**config.mk**
```make
export PLATFORM = sky130hd
export DESIGN_NAME = min_coin_change_solver
export DESIGN_NICKNAME = d
export VERILOG_FILES = /design/src/rtl/mcc_pkg.sv /design/src/rtl/mcc_ram.sv /design/src/rtl/mcc_ctrl.sv /design/src/rtl/min_coin_change_solver.sv
export SDC_FILE = /design/constraint.sdc
export NUM_CORES = 1
export LEC_CHECK = 0
export BUFFER_PORTS_ARGS = -buffer_cell sky130_fd_sc_hd__buf_4
export CAP_MARGIN = 20
export CORE_ASPECT_RATIO = 0.5
export CORE_MARGIN = 8
export CORE_UTILIZATION = 45
export DETAILED_ROUTE_END_ITERATION = 10
export SYNTH_ARGS = -nofsm -noshare
export SYNTH_HDL_FRONTEND = slang
export SYNTH_SLANG_ARGS = --single-unit
```
**constraint.sdc**
```tcl
create_clock -name clock -period 5.8 [get_ports clock]
set_clock_uncertainty 0.05 [all_clocks]
set_input_delay 0.58 -clock clock [delete_from_list [all_inputs] [get_ports clock]]
set_output_delay 0.58 -clock clock [all_outputs]
set_load 0.01 [all_outputs]
```
**src/rtl/mcc_pkg.sv**
```systemverilog
// Shared types and constants for the minimum coin change solver.
package mcc_pkg;

   localparam int MAX_AMOUNT = 63;
   localparam int MAX_COINS  = 6;
   localparam int TBL_DEPTH  = MAX_AMOUNT + 1;
   localparam int ADDR_W     = $clog2(TBL_DEPTH);
   localparam int AMT_W      = 6;
   localparam int COIN_W     = 6;
   localparam int CNT_W      = 7;
   localparam int NCOIN_W    = 3;
   localparam int CSR_IDX_W  = 3;
   localparam int CSR_DATA_W = 6;

   localparam logic [CNT_W-1:0]   UNREACHED  = 7'd127;
   localparam logic [NCOIN_W-1:0] NCOIN_MAX  = NCOIN_W'(MAX_COINS);

   typedef enum logic [CSR_IDX_W-1:0] {
      CSR_COIN_COUNT = 3'd0,
      CSR_COIN_A     = 3'd1,
      CSR_COIN_B     = 3'd2,
      CSR_COIN_C     = 3'd3,
      CSR_COIN_D     = 3'd4,
      CSR_COIN_E     = 3'd5,
      CSR_COIN_F     = 3'd6
   } csr_idx_type;

   typedef enum logic [2:0] {
      ST_IDLE,
      ST_INIT,
      ST_FILL,
      ST_HDR,
      ST_TR_RD,
      ST_TR_WAIT
   } state_type;

   // One table entry: fewest coins and the first coin that reached it.
   typedef struct packed {
      logic [CNT_W-1:0]  best;
      logic [COIN_W-1:0] coin;
   } entry_type;

   localparam int ENTRY_W = $bits(entry_type);

   typedef struct packed {
      logic [NCOIN_W-1:0]                  ncoins;
      logic [MAX_COINS-1:0][COIN_W-1:0]    coins;
   } cfg_type;

   // One result beat handed from the sequencer to the output register.
   typedef struct packed {
      logic              load;
      logic              found;
      logic [AMT_W-1:0]  min_count;
      logic              is_path_coin;
      logic [COIN_W-1:0] coin_value;
      logic              last;
   } beat_type;

endpackage

```
**src/rtl/mcc_ram.sv**
```systemverilog
// Generic single-write, single-read synchronous RAM with registered read data.
module mcc_ram #(
   parameter int DEPTH = 64,
   parameter int WIDTH = 13
) (
   input  logic                     clock,
   input  logic                     rd_en,
   input  logic [$clog2(DEPTH)-1:0] rd_addr,
   output logic [WIDTH-1:0]         rd_data,
   input  logic                     wr_en,
   input  logic [$clog2(DEPTH)-1:0] wr_addr,
   input  logic [WIDTH-1:0]         wr_data
);

   logic [WIDTH-1:0] mem_ff [DEPTH];
   logic [WIDTH-1:0] rd_data_ff;

   always_ff @(posedge clock) begin
      if (wr_en) begin
         mem_ff[wr_addr] <= wr_data;
      end
   end

   // Hold read data until the next read.
   always_ff @(posedge clock) begin
      if (rd_en) begin
         rd_data_ff <= mem_ff[rd_addr];
      end
   end

   assign rd_data = rd_data_ff;

endmodule

```
**src/rtl/mcc_ctrl.sv**
```systemverilog
// Table fill and trace-back sequencer for the coin change solver.
module mcc_ctrl (
   input  logic                      clock,
   input  logic                      reset,
   input  logic                      start,
   input  logic [mcc_pkg::AMT_W-1:0] amount,
   input  mcc_pkg::cfg_type          cfg,
   input  logic                      out_free,
   output logic                      idle,
   output mcc_pkg::beat_type         beat,
   output logic                      rd_en,
   output logic [mcc_pkg::ADDR_W-1:0] rd_addr,
   input  mcc_pkg::entry_type        rd_data,
   output logic                      wr_en,
   output logic [mcc_pkg::ADDR_W-1:0] wr_addr,
   output mcc_pkg::entry_type        wr_data
);
   import mcc_pkg::*;

   state_type          state_ff, state_in;
   logic [AMT_W-1:0]   amt_ff, amt_in;
   logic [AMT_W-1:0]   pos_ff, pos_in;
   logic [NCOIN_W-1:0] j_ff, j_in;
   logic [CNT_W-1:0]   cur_best_ff, cur_best_in;
   logic [COIN_W-1:0]  cur_coin_ff, cur_coin_in;
   logic               rd_vld_ff, rd_vld_in;
   logic [COIN_W-1:0]  rd_coin_ff, rd_coin_in;

   logic [COIN_W-1:0]  coin_sel;
   logic               issue;
   logic [CNT_W-1:0]   upd_best;
   logic [COIN_W-1:0]  upd_coin;
   logic [CNT_W-1:0]   cand;
   logic [AMT_W-1:0]   rem;
   logic               found;

   always_comb begin
      case (j_ff)
         3'd0:    coin_sel = cfg.coins[0];
         3'd1:    coin_sel = cfg.coins[1];
         3'd2:    coin_sel = cfg.coins[2];
         3'd3:    coin_sel = cfg.coins[3];
         3'd4:    coin_sel = cfg.coins[4];
         3'd5:    coin_sel = cfg.coins[5];
         default: coin_sel = '0;
      endcase
   end

   assign issue = (j_ff < cfg.ncoins) && (coin_sel != '0) && (coin_sel <= pos_ff);

   // Compare the entry read last cycle against the running best.
   assign cand = rd_data.best + CNT_W'(1);
   always_comb begin
      upd_best = cur_best_ff;
      upd_coin = cur_coin_ff;
      if (rd_vld_ff && (rd_data.best != UNREACHED) && (cand < cur_best_ff)) begin
         upd_best = cand;
         upd_coin = rd_coin_ff;
      end
   end

   assign found = (cur_best_ff != UNREACHED);
   assign rem   = pos_ff - rd_data.coin;

   always_ff @(posedge clock) begin
      if (reset) begin
         state_ff  <= ST_IDLE;
         rd_vld_ff <= 1'b0;
      end else begin
         state_ff  <= state_in;
         rd_vld_ff <= rd_vld_in;
      end
   end

   always_ff @(posedge clock) begin
      amt_ff      <= amt_in;
      pos_ff      <= pos_in;
      j_ff        <= j_in;
      cur_best_ff <= cur_best_in;
      cur_coin_ff <= cur_coin_in;
      rd_coin_ff  <= rd_coin_in;
   end

   always_comb begin
      state_in    = state_ff;
      amt_in      = amt_ff;
      pos_in      = pos_ff;
      j_in        = j_ff;
      cur_best_in = cur_best_ff;
      cur_coin_in = cur_coin_ff;
      rd_vld_in   = 1'b0;
      rd_coin_in  = rd_coin_ff;
      rd_en       = 1'b0;
      rd_addr     = pos_ff;
      wr_en       = 1'b0;
      wr_addr     = pos_ff;
      wr_data     = '0;
      beat        = '0;
      idle        = (state_ff == ST_IDLE);

      unique case (state_ff)
         ST_IDLE: begin
            if (start) begin
               amt_in   = amount;
               state_in = ST_INIT;
            end
         end
         ST_INIT: begin
            wr_en         = 1'b1;
            wr_addr       = '0;
            wr_data.best  = '0;
            wr_data.coin  = '0;
            j_in          = '0;
            if (amt_ff == '0) begin
               cur_best_in = '0;
               state_in    = ST_HDR;
            end else begin
               pos_in      = AMT_W'(1);
               cur_best_in = UNREACHED;
               cur_coin_in = '0;
               state_in    = ST_FILL;
            end
         end
         ST_FILL: begin
            if (j_ff == cfg.ncoins) begin
               // Last compare lands here; write the entry, no read this cycle.
               wr_en        = 1'b1;
               wr_data.best = upd_best;
               wr_data.coin = upd_coin;
               j_in         = '0;
               if (pos_ff == amt_ff) begin
                  cur_best_in = upd_best;
                  state_in    = ST_HDR;
               end else begin
                  pos_in      = pos_ff + AMT_W'(1);
                  cur_best_in = UNREACHED;
                  cur_coin_in = '0;
               end
            end else begin
               rd_en       = issue;
               rd_addr     = pos_ff - coin_sel;
               rd_vld_in   = issue;
               rd_coin_in  = coin_sel;
               cur_best_in = upd_best;
               cur_coin_in = upd_coin;
               j_in        = j_ff + NCOIN_W'(1);
            end
         end
         ST_HDR: begin
            if (out_free) begin
               beat.load      = 1'b1;
               beat.found     = found;
               beat.min_count = found ? cur_best_ff[AMT_W-1:0] : '0;
               beat.last      = !found || (cur_best_ff == '0);
               pos_in         = amt_ff;
               state_in       = beat.last ? ST_IDLE : ST_TR_RD;
            end
         end
         ST_TR_RD: begin
            rd_en    = 1'b1;
            state_in = ST_TR_WAIT;
         end
         ST_TR_WAIT: begin
            if (out_free) begin
               beat.load         = 1'b1;
               beat.found        = 1'b1;
               beat.min_count    = cur_best_ff[AMT_W-1:0];
               beat.is_path_coin = 1'b1;
               beat.coin_value   = rd_data.coin;
               beat.last         = (rem == '0);
               pos_in            = rem;
               state_in          = beat.last ? ST_IDLE : ST_TR_RD;
            end
         end
         default: begin
            state_in = ST_IDLE;
         end
      endcase
   end

   a_no_rw_collide: assert property (@(posedge clock) disable iff (reset)
      wr_en |-> !rd_en)
      else $error("table read and write issued in the same cycle");

   a_fill_reads_below: assert property (@(posedge clock) disable iff (reset)
      (state_ff == ST_FILL && rd_en) |-> (rd_addr < pos_ff))
      else $error("fill read of an entry not yet written");

   a_coin_index_bound: assert property (@(posedge clock) disable iff (reset)
      (state_ff == ST_FILL) |-> (j_ff <= cfg.ncoins))
      else $error("coin index ran past the coin count");

   a_load_only_free: assert property (@(posedge clock) disable iff (reset)
      beat.load |-> out_free)
      else $error("result beat loaded over a stalled beat");

   a_read_feeds_compare: assert property (@(posedge clock) disable iff (reset)
      rd_vld_ff |-> $past(rd_en))
      else $error("compare used data from no read");

endmodule

```
**src/rtl/min_coin_change_solver.sv**
```systemverilog
// Top level of the minimum coin change solver: registers, table and output stage.
//
// Usage:
//   Configure coin_count (csr index 0) and coin_a..coin_f (indexes 1..6) through
//   the csr port while the block is idle; a write lands in its register at the clock edge.
//   Send a target amount as one req beat. The block fills a table of fewest
//   coins for every amount up to the target, then sends a header rsp beat with
//   found and min_count, followed, when found and nonzero, by one rsp beat per
//   path coin traced back from the target; the final beat has rsp_last set.
//   An amount is worked in steps: entry zero is seeded, then each amount
//   from 1 to the target is filled, paced by the single read port of the table
//   memory (one coin lookup per cycle, then a write-back of the entry). The
//   header follows, and each path coin takes a table read, then a load.
//   req_ready is high only between solves; one amount is worked at a time.
//   A single output register holds the current rsp beat: when the receiver
//   stalls, the sequencer waits on it and resumes when the beat is taken.
//   Reset clears control state and the registers (coin_count 0, coins 1); the
//   table holds no reset value, since every solve writes entries before reading.
module min_coin_change_solver (
   input  logic                          clock,
   input  logic                          reset,
   input  logic                          req_valid,
   output logic                          req_ready,
   input  logic [mcc_pkg::AMT_W-1:0]     req_amount,
   output logic                          rsp_valid,
   input  logic                          rsp_ready,
   output logic                          rsp_found,
   output logic [mcc_pkg::AMT_W-1:0]     rsp_min_count,
   output logic                          rsp_is_path_coin,
   output logic [mcc_pkg::COIN_W-1:0]    rsp_coin_value,
   output logic                          rsp_last,
   input  logic                          csr_write_en,
   input  logic [mcc_pkg::CSR_IDX_W-1:0] csr_index,
   input  logic [mcc_pkg::CSR_DATA_W-1:0] csr_wdata
);
   import mcc_pkg::*;

   logic [NCOIN_W-1:0]               ncoin_ff, ncoin_in;
   logic [MAX_COINS-1:0][COIN_W-1:0] coin_ff, coin_in;
   cfg_type                          cfg;

   logic                             idle;
   logic                             out_free;
   beat_type                         beat;

   logic                             rd_en;
   logic [ADDR_W-1:0]                rd_addr;
   entry_type                        rd_data;
   logic                             wr_en;
   logic [ADDR_W-1:0]                wr_addr;
   entry_type                        wr_data;

   logic                             rsp_valid_ff, rsp_valid_in;
   beat_type                         rsp_ff, rsp_in;

   // Register writes; a write to index seven drops silently.
   always_comb begin
      ncoin_in = ncoin_ff;
      coin_in  = coin_ff;
      if (csr_write_en) begin
         unique case (csr_index)
            CSR_COIN_COUNT: ncoin_in   = csr_wdata[NCOIN_W-1:0];
            CSR_COIN_A:     coin_in[0] = csr_wdata[COIN_W-1:0];
            CSR_COIN_B:     coin_in[1] = csr_wdata[COIN_W-1:0];
            CSR_COIN_C:     coin_in[2] = csr_wdata[COIN_W-1:0];
            CSR_COIN_D:     coin_in[3] = csr_wdata[COIN_W-1:0];
            CSR_COIN_E:     coin_in[4] = csr_wdata[COIN_W-1:0];
            CSR_COIN_F:     coin_in[5] = csr_wdata[COIN_W-1:0];
            default: begin
               ncoin_in = ncoin_ff;
            end
         endcase
      end
   end

   always_ff @(posedge clock) begin
      if (reset) begin
         ncoin_ff <= '0;
         for (int k = 0; k < MAX_COINS; k++) begin
            coin_ff[k] <= COIN_W'(1);
         end
      end else begin
         ncoin_ff <= ncoin_in;
         coin_ff  <= coin_in;
      end
   end

   // Saturate the coin count to the number of coin registers.
   assign cfg.ncoins = (ncoin_ff > NCOIN_MAX) ? NCOIN_MAX : ncoin_ff;
   assign cfg.coins  = coin_ff;

   assign req_ready = idle;

   mcc_ram #(
      .DEPTH (TBL_DEPTH),
      .WIDTH (ENTRY_W)
   ) u_table (
      .clock   (clock),
      .rd_en   (rd_en),
      .rd_addr (rd_addr),
      .rd_data (rd_data),
      .wr_en   (wr_en),
      .wr_addr (wr_addr),
      .wr_data (wr_data)
   );

   mcc_ctrl u_ctrl (
      .clock    (clock),
      .reset    (reset),
      .start    (req_valid),
      .amount   (req_amount),
      .cfg      (cfg),
      .out_free (out_free),
      .idle     (idle),
      .beat     (beat),
      .rd_en    (rd_en),
      .rd_addr  (rd_addr),
      .rd_data  (rd_data),
      .wr_en    (wr_en),
      .wr_addr  (wr_addr),
      .wr_data  (wr_data)
   );

   // Output register: advance on a new beat, drop valid once taken.
   assign out_free = !rsp_valid_ff || rsp_ready;

   always_comb begin
      rsp_valid_in = rsp_valid_ff;
      rsp_in       = rsp_ff;
      if (beat.load) begin
         rsp_valid_in = 1'b1;
         rsp_in       = beat;
      end else if (rsp_ready) begin
         rsp_valid_in = 1'b0;
      end
   end

   always_ff @(posedge clock) begin
      if (reset) begin
         rsp_valid_ff <= 1'b0;
      end else begin
         rsp_valid_ff <= rsp_valid_in;
      end
   end

   always_ff @(posedge clock) begin
      rsp_ff <= rsp_in;
   end

   assign rsp_valid        = rsp_valid_ff;
   assign rsp_found        = rsp_ff.found;
   assign rsp_min_count    = rsp_ff.min_count;
   assign rsp_is_path_coin = rsp_ff.is_path_coin;
   assign rsp_coin_value   = rsp_ff.coin_value;
   assign rsp_last         = rsp_ff.last;

endmodule
```
---- Word level (Yosys, flattened, before mapping) ----
Memory sizes are Yosys's and may differ from the RTL's. A register that Yosys moved wholly into a read port is not among the register bits.
Cells that the tools add are included.
word-level totals
  bits in registers ....................... 93
  bits in writable memories ............... 832
  input bits .............................. 20
  output and inout bits ................... 17
  word-level logic and storage cells ...... 141
  memories ................................ 1
memories
  name            depth  bits a word  rd ports  clocked after memory_dff  wr ports  RTL line       text
  u_table.mem_ff  64     13           1         1                         1         mcc_ram.sv:15  logic [WIDTH-1:0] mem_ff [DEPTH];
cells by class
  add/subtract/negate cells ............... 5
  order comparisons ....................... 4
  equality and inequality tests ........... 28
  muxes and demuxes ....................... 48
  bitwise operators ....................... 2
  reduce and logical (&&, ||, !) cells .... 32
operator list
  operator               number
  $mux W6                13
  $pmux W6 S6            1
  $mux W7                4
  $mux W3                9
  $mux W13               2
  $pmux W6 S4            1
  $eq A3 B3 Y1 const B   7
  $reduce_and A2 Y1      10
  $eq A3 B2 Y1 const B   6
  $pmux W3 S6            1
  $mux W16               1
  $pmux W8 S2            1
  $ne A7 B7 Y1 const B   2
  $pmux W7 S2            1
  $logic_not A6 Y1       2
  $pmux W6 S2            1
  $sub A6 B6 Y6          2
  $ne A2 B2 Y1 const B   5
  $eq A3 B1 Y1 const B   3
  $logic_not A3 Y1       3
  $mux W1                8
  $mux W8                1
  $add A7 B1 Y7 const B  1
  $logic_not A7 Y1       1
  23 further kinds       33

---- Logic depth before layout (Yosys ltp) ----
  word-level depth ........................ 7
  gate-level depth with buffers ........... 22
  depth with buffers taken out ............ 17

---- By module ----
From an unflattened synthesis, not the netlist that was laid out.
unflattened totals
  cell total of the unflattened synthesis .. 1958
  area, all modules ....................... 37948.9 µm²
modules (own cells, without submodules)
  module                  instances  cells an instance  area an instance (µm²)  seq. area each (µm²)
  mcc_ram                 1          1402               32474.9                 25374.3
  mcc_ctrl                1          389                3390.8                  1101.1
  min_coin_change_solver  1          167                2083.2                  1251.2

---- Worst setup path before layout ----
No wires, ideal clock.
  kind .................................... reg2reg
  start point ............................. reg u_ctrl.j_ff[2]
  end point ............................... reg u_table.rd_data_ff[1], in the netlist u_table.rd_data[1], read port of u_table.mem_ff (data pin)
  library setup time ...................... 0.261 ns
  data arrival time ....................... 4.434 ns
  required time ........................... 5.489 ns
  slack ................................... 1.055 ns
  cell stages (with the launch flop) ...... 22
  buffers on the path ..................... 6
  period minus slack after synthesis ...... 4.745 ns
  cell sequence ........................... edfxtp_1 -> clkbuf_1 -> clkbuf_1 -> inv_1 -> ha_1 -> and2_1 -> a221o_1 -> o21ai_0 -> nand2_1 -> o21ai_0 -> inv_1 -> fa_1 -> and3_1 -> clkbuf_1 -> or2_1 -> buf_2 -> buf_2 -> buf_1 -> a31oi_1 -> a32oi_1 -> nand3_1 -> a221o_1
between the ends
  cells in the longest elaborated chain, start to end .. 7
  elaborated cells between the ends (all ways) .. 18
  classes of those cells .................. add/sub (1); order compare (2); eq/ne (6); mux (5); reduce/logical (4)
ends and longest elaborated chain
  element                                               RTL line        text
  from (decl)                                           mcc_ctrl.sv:23  logic [NCOIN_W-1:0] j_ff, j_in;
  from (signal assigned)                                mcc_ctrl.sv:78  j_ff <= j_in;
  $eq A3 B3 Y1 (tied with other cells)                  mcc_ctrl.sv:38  case (j_ff)
  $pmux W6 S6 (*)                                       mcc_ctrl.sv:38
  named net u_ctrl.coin_sel[1]                          mcc_ctrl.sv:29  logic [COIN_W-1:0] coin_sel;
  branches (longest 5 deep; another with $le A6 B6 Y1)  -
  to (decl)                                             mcc_ram.sv:16   logic [WIDTH-1:0] rd_data_ff;
Mark *: on every way through the listed nets, which the timed path passes.
A chain may end at the register's enable or synchronous reset.

---- Worst setup path in the final report ----
  start point ............................. reg u_ctrl.j_ff[1]
  end point ............................... reg u_table.rd_data_ff[9], in the netlist u_table.rd_data[9], read port of u_table.mem_ff (data pin)
The elaborated chain is that of the path after synthesis.

==> impl_table.tex <==
\begin{tabular}{lr}
\hline
Metric & Value \\
\hline
\multicolumn{2}{l}{\textbf{Status}} \\
Run status & complete, no violations \\
\multicolumn{2}{l}{\textbf{Yosys}} \\
Ys async rst share & 0 \\
Warning count from the yosys run & 0 \\
Synthesized area per cell & approximately 16 um\^{}2 \\
Syn Nets & 2522 \\
Arithmetic-cell share of the synthesized area counting full adders, half adders and majority gates & 0.0102 \\
Proportion of synthesized area in mux cells & 0.0811 \\
Number of distinct library cells after synthesis & 72 \\
Post-Synth XOR/XNOR Area & 0.00456 \\
Post-synth top flop & sky130\_fd\_sc\_hd\_\_edfxtp\_1 \\
Share of the synthesized area in compound gates (AO/OA/AOI/OAI) & 0.0707 \\
Number of instances in the synthesized netlist & around 2500 \\
Dominant combinational cell family by area after synthesis & simple AND/OR/NAND/NOR gates \\
Flops \& latches, synth & around 940 \\
Area share of and/or/nand/nor cells after synthesis & 0.0900 \\
EDFF count, synth & 894 \\
Sequential-to-total area share from yosys stat & 0.722 \\
Netlist area before placement & 38400 um\^{}2 \\
\multicolumn{2}{l}{\textbf{Global routing}} \\
Pin count of the biggest net entering global routing & 65 \\
First-pass GRT wire length & between 150000 and 200000 um \\
Grt total ovfl & 0 \\
Aggregate global-route resource usage & 0.210 \\
Vias in the first global route & between 20000 and 25000 \\
Initial antenna violation count & 5 \\
\multicolumn{2}{l}{\textbf{Clock network}} \\
Clock tree buffer depth & 3 \\
Clk Latency, worst-skew pair & between 600 and 700 ps \\
TritonCTS clock tree & yes \\
Count of hold buffers inserted by post-cts repair & 0 \\
Clock edge transition at the registers on the reported setup and hold paths & around 70 ps \\
Number of buffers created by CTS & 84 \\
CTS root buf & sky130\_fd\_sc\_hd\_\_clkbuf\_16 \\
Clk sinks & 938 \\
Clock H-tree levels & 3 \\
\multicolumn{2}{l}{\textbf{Cells and area}} \\
Top library cells by usage in the layout, fill and taps aside & 894 x sky130\_fd\_sc\_hd\_\_edfxtp\_1, 328 x sky130\_fd\_sc\_hd\_\_nand2\_1, 178 x sky130\_fd\_sc\_hd\_\_buf\_4 \\
Area overhead of the layout relative to synthesis & 13.5\% \\
Share of post-route cells with drive strength above 1 & 0.178 \\
Total area of multi-input combinational cells & 10100 um\^{}2 \\
Final Non-Filler Cells & 3790 \\
Leading cell type in the layout, fill and taps excluded & sky130\_fd\_sc\_hd\_\_edfxtp\_1 \\
Layout filler cell count & about 6900 \\
FF+latch area & 27700 um\^{}2 \\
Post-layout util & 0.518 \\
Net total in the final layout & 2655 \\
\multicolumn{2}{l}{\textbf{Die}} \\
Die footprint & 95500 um\^{}2 \\
Die Y-Extent & between 200 and 250 um \\
Placeable core region & 84200 um\^{}2 \\
Number of rows in the core area & 75 \\
Top-Level Pins & 37 \\
Die Wd & 429 um \\
Initial cell density of the core & 0.456 \\
\multicolumn{2}{l}{\textbf{Timing}} \\
Unrepaired setup endpoints after global routing & no \\
Remaining max-slew budget at the tightest pin & 0.263 \\
Crit share post-route & 0.956 \\
Setup TNS & 0 ps \\
Final hold vios & 0 \\
Pins over their slew limit & 0 \\
Final critical path time including I/O delays and setup & 5550 ps \\
Max Clk Rate & around 180 MHz \\
Final setup vio count & 0 \\
Transition time at the pin with the least slew margin & 1110 ps \\
\multicolumn{2}{l}{\textbf{Setup path}} \\
Critical Path Start Type & register \\
CP max FO & 21 \\
Worst endpoint data arrival time & 5900 ps \\
Endpoint kind of the worst setup timing path & register \\
Source of the critical timing path & u\_ctrl.j\_ff[1] \\
Critical path data required time & 6150 ps \\
Worst setup path class & register to register \\
Source of the worst register-to-register timing path & u\_ctrl.j\_ff[1] \\
\multicolumn{2}{l}{\textbf{Detailed routing}} \\
TritonRoute pass-1 iters & 6 \\
Number of DRC markers in iteration 0 & 2510 \\
Vias per inst & 6.01 \\
DRC & 0 \\
Average wire per cell in the routed design & $\sim$27 um \\
Detailed-route wire length & 103000 um \\
Final antenna-violating net count & 0 \\
DR vias & 22764 \\
\multicolumn{2}{l}{\textbf{Placed design}} \\
DPL Wire Length & approximately 66000 um \\
Total placed cells including tap cells & 3634 \\
Weighted congestion reported at the end of routability-driven placement & slightly above 0.9 \\
Number of buffer cells added on primary ports & 36 \\
\multicolumn{2}{l}{\textbf{Hold path}} \\
Worst hold path type & input pin to register \\
Startpoint of the worst hold path & req\_amount[2] \\
\multicolumn{2}{l}{\textbf{Power}} \\
Power, Total & $\sim$18 mW \\
Power density relative to cell area & 420 nW/um\^{}2 \\
Leak Pwr & 14.0 nW \\
Maximum vdd ir drop & 0.209 mV \\
\multicolumn{2}{l}{\textbf{Run}} \\
Maximum capacitance violations & 0 \\
\hline
\end{tabular}
==> per-layer routing <==
metal / part of all wire / GRT usage / vias to the layer above
met1: 0.41 / 0.285 / 11653
met5: 0.00057 / 0 / -
met4: 0.030 / 0.0679 / 8
met3: 0.11 / 0.0786 / 193
li1: - / - / 9899
met2: 0.44 / 0.315 / 1011
==> final timing paths <==
kind                             end  slack [ps]  cells past startpoint
setup reg to reg  u_table.rd_data[9]         250                     15
setup / recovery  u_table.rd_data[9]         250                     15
hold reg to reg              cfg[24]         400                      1
hold / removal      u_ctrl.amt_ff[2]          60                      1
==> synth_stat cells (33+ instances only) <==
| cell | instances | share of area |
|---|---|---|
| sky130_fd_sc_hd__edfxtp_1 | 894 | 0.70 |
| sky130_fd_sc_hd__nand2_1 | 329 | 0.032 |
| sky130_fd_sc_hd__nor2_1 | 159 | 0.016 |
| sky130_fd_sc_hd__mux4_2 | 110 | 0.064 |
| sky130_fd_sc_hd__nand3_1 | 96 | 0.013 |
| sky130_fd_sc_hd__and3_1 | 63 | 0.010 |
| sky130_fd_sc_hd__clkbuf_1 | 61 | 0.0060 |
| sky130_fd_sc_hd__a211oi_1 | 60 | 0.012 |
| sky130_fd_sc_hd__mux2i_1 | 58 | 0.015 |
| sky130_fd_sc_hd__buf_2 | 53 | 0.0069 |
| sky130_fd_sc_hd__dfxtp_1 | 44 | 0.023 |
| sky130_fd_sc_hd__a21oi_1 | 40 | 0.0052 |
| sky130_fd_sc_hd__o21ai_0 | 40 | 0.0052 |
| sky130_fd_sc_hd__inv_1 | 38 | 0.0037 |
| sky130_fd_sc_hd__a311oi_1 | 33 | 0.0075 |
==> sequential cells by signal, summed over array words and instances, names as in the netlist, 3 cells and up <==
register            count
u_table.rd_data        13
cfg                    36
u_ctrl.pos_ff           6
u_ctrl.cur_coin_ff      6
u_ctrl.cur_best_ff      7
u_ctrl.amt_ff           6
u_ctrl.j_ff             3
u_ctrl.state_ff         3
rsp_coin_value          6
u_table.mem_ff        832
rsp_min_count           6
u_ctrl.rd_coin_ff       6
ncoin_ff                3
==> final cells by class <==
class                   instances  area share
diodes                          1   0.0000574
clock inverters                50      0.0110
flip-flops and latches        938       0.636
multi-input cells            1353       0.231
well taps                    1116      0.0320
inverters                      39     0.00336
clock buffers                 104      0.0516
repair buffers                189      0.0353
==> per-stage QoR <==
step | worst slack [ps] | hold slack (ps) | cell area, um^2
2_1_floorplan | 1050 | 376 | 38400
3_3_place_gp | 158 | 386 | 40800
3_5_place_dp | 147 | 393 | 40800
4_1_cts | 143 | 22.2 | 43600
5_1_grt | 26.4 | 40.6 | 43600
6_report | 254 | 64.0 | 43600
==> critical path: stages, from the launching register on <==
cell                       delay [ps]
sky130_fd_sc_hd__edfxtp_1         490
sky130_fd_sc_hd__ha_1             240
sky130_fd_sc_hd__ha_1             260
sky130_fd_sc_hd__and2_1           180
sky130_fd_sc_hd__a221o_1          270
sky130_fd_sc_hd__o21ai_0          480
sky130_fd_sc_hd__inv_1            170
sky130_fd_sc_hd__fa_1             520
sky130_fd_sc_hd__and3_1           200
sky130_fd_sc_hd__nor2_4           490
sky130_fd_sc_hd__buf_4            430
sky130_fd_sc_hd__mux4_2           370
sky130_fd_sc_hd__a22oi_1          420
sky130_fd_sc_hd__a21oi_1          130
sky130_fd_sc_hd__nor3_1           370
sky130_fd_sc_hd__and3b_1          230
==> power by group <==
group | leakage, nW | internal, mW | switching [mW]
logic | 4.98 | 1.75 | 3.21
registers | 7.69 | 7.61 | 0.126
clock network | 1.33 | 3.13 | 2.48
total | 14.0 | 12.5 | 5.82
==> timing repair <==
action                                  CTS  global route
endpoints found under the setup margin    0             4
setup buffers                             0             0
gates resized for setup                   0             4
==> logic make-up after synthesis <==
group,Yosys count
compound gates,369
xor+xnor,20
fa+ha+maj,30
buf+inv,181
flops,938
mux,173
simple gates,761
No activity file was read; power rests on OpenSTA's default activity.
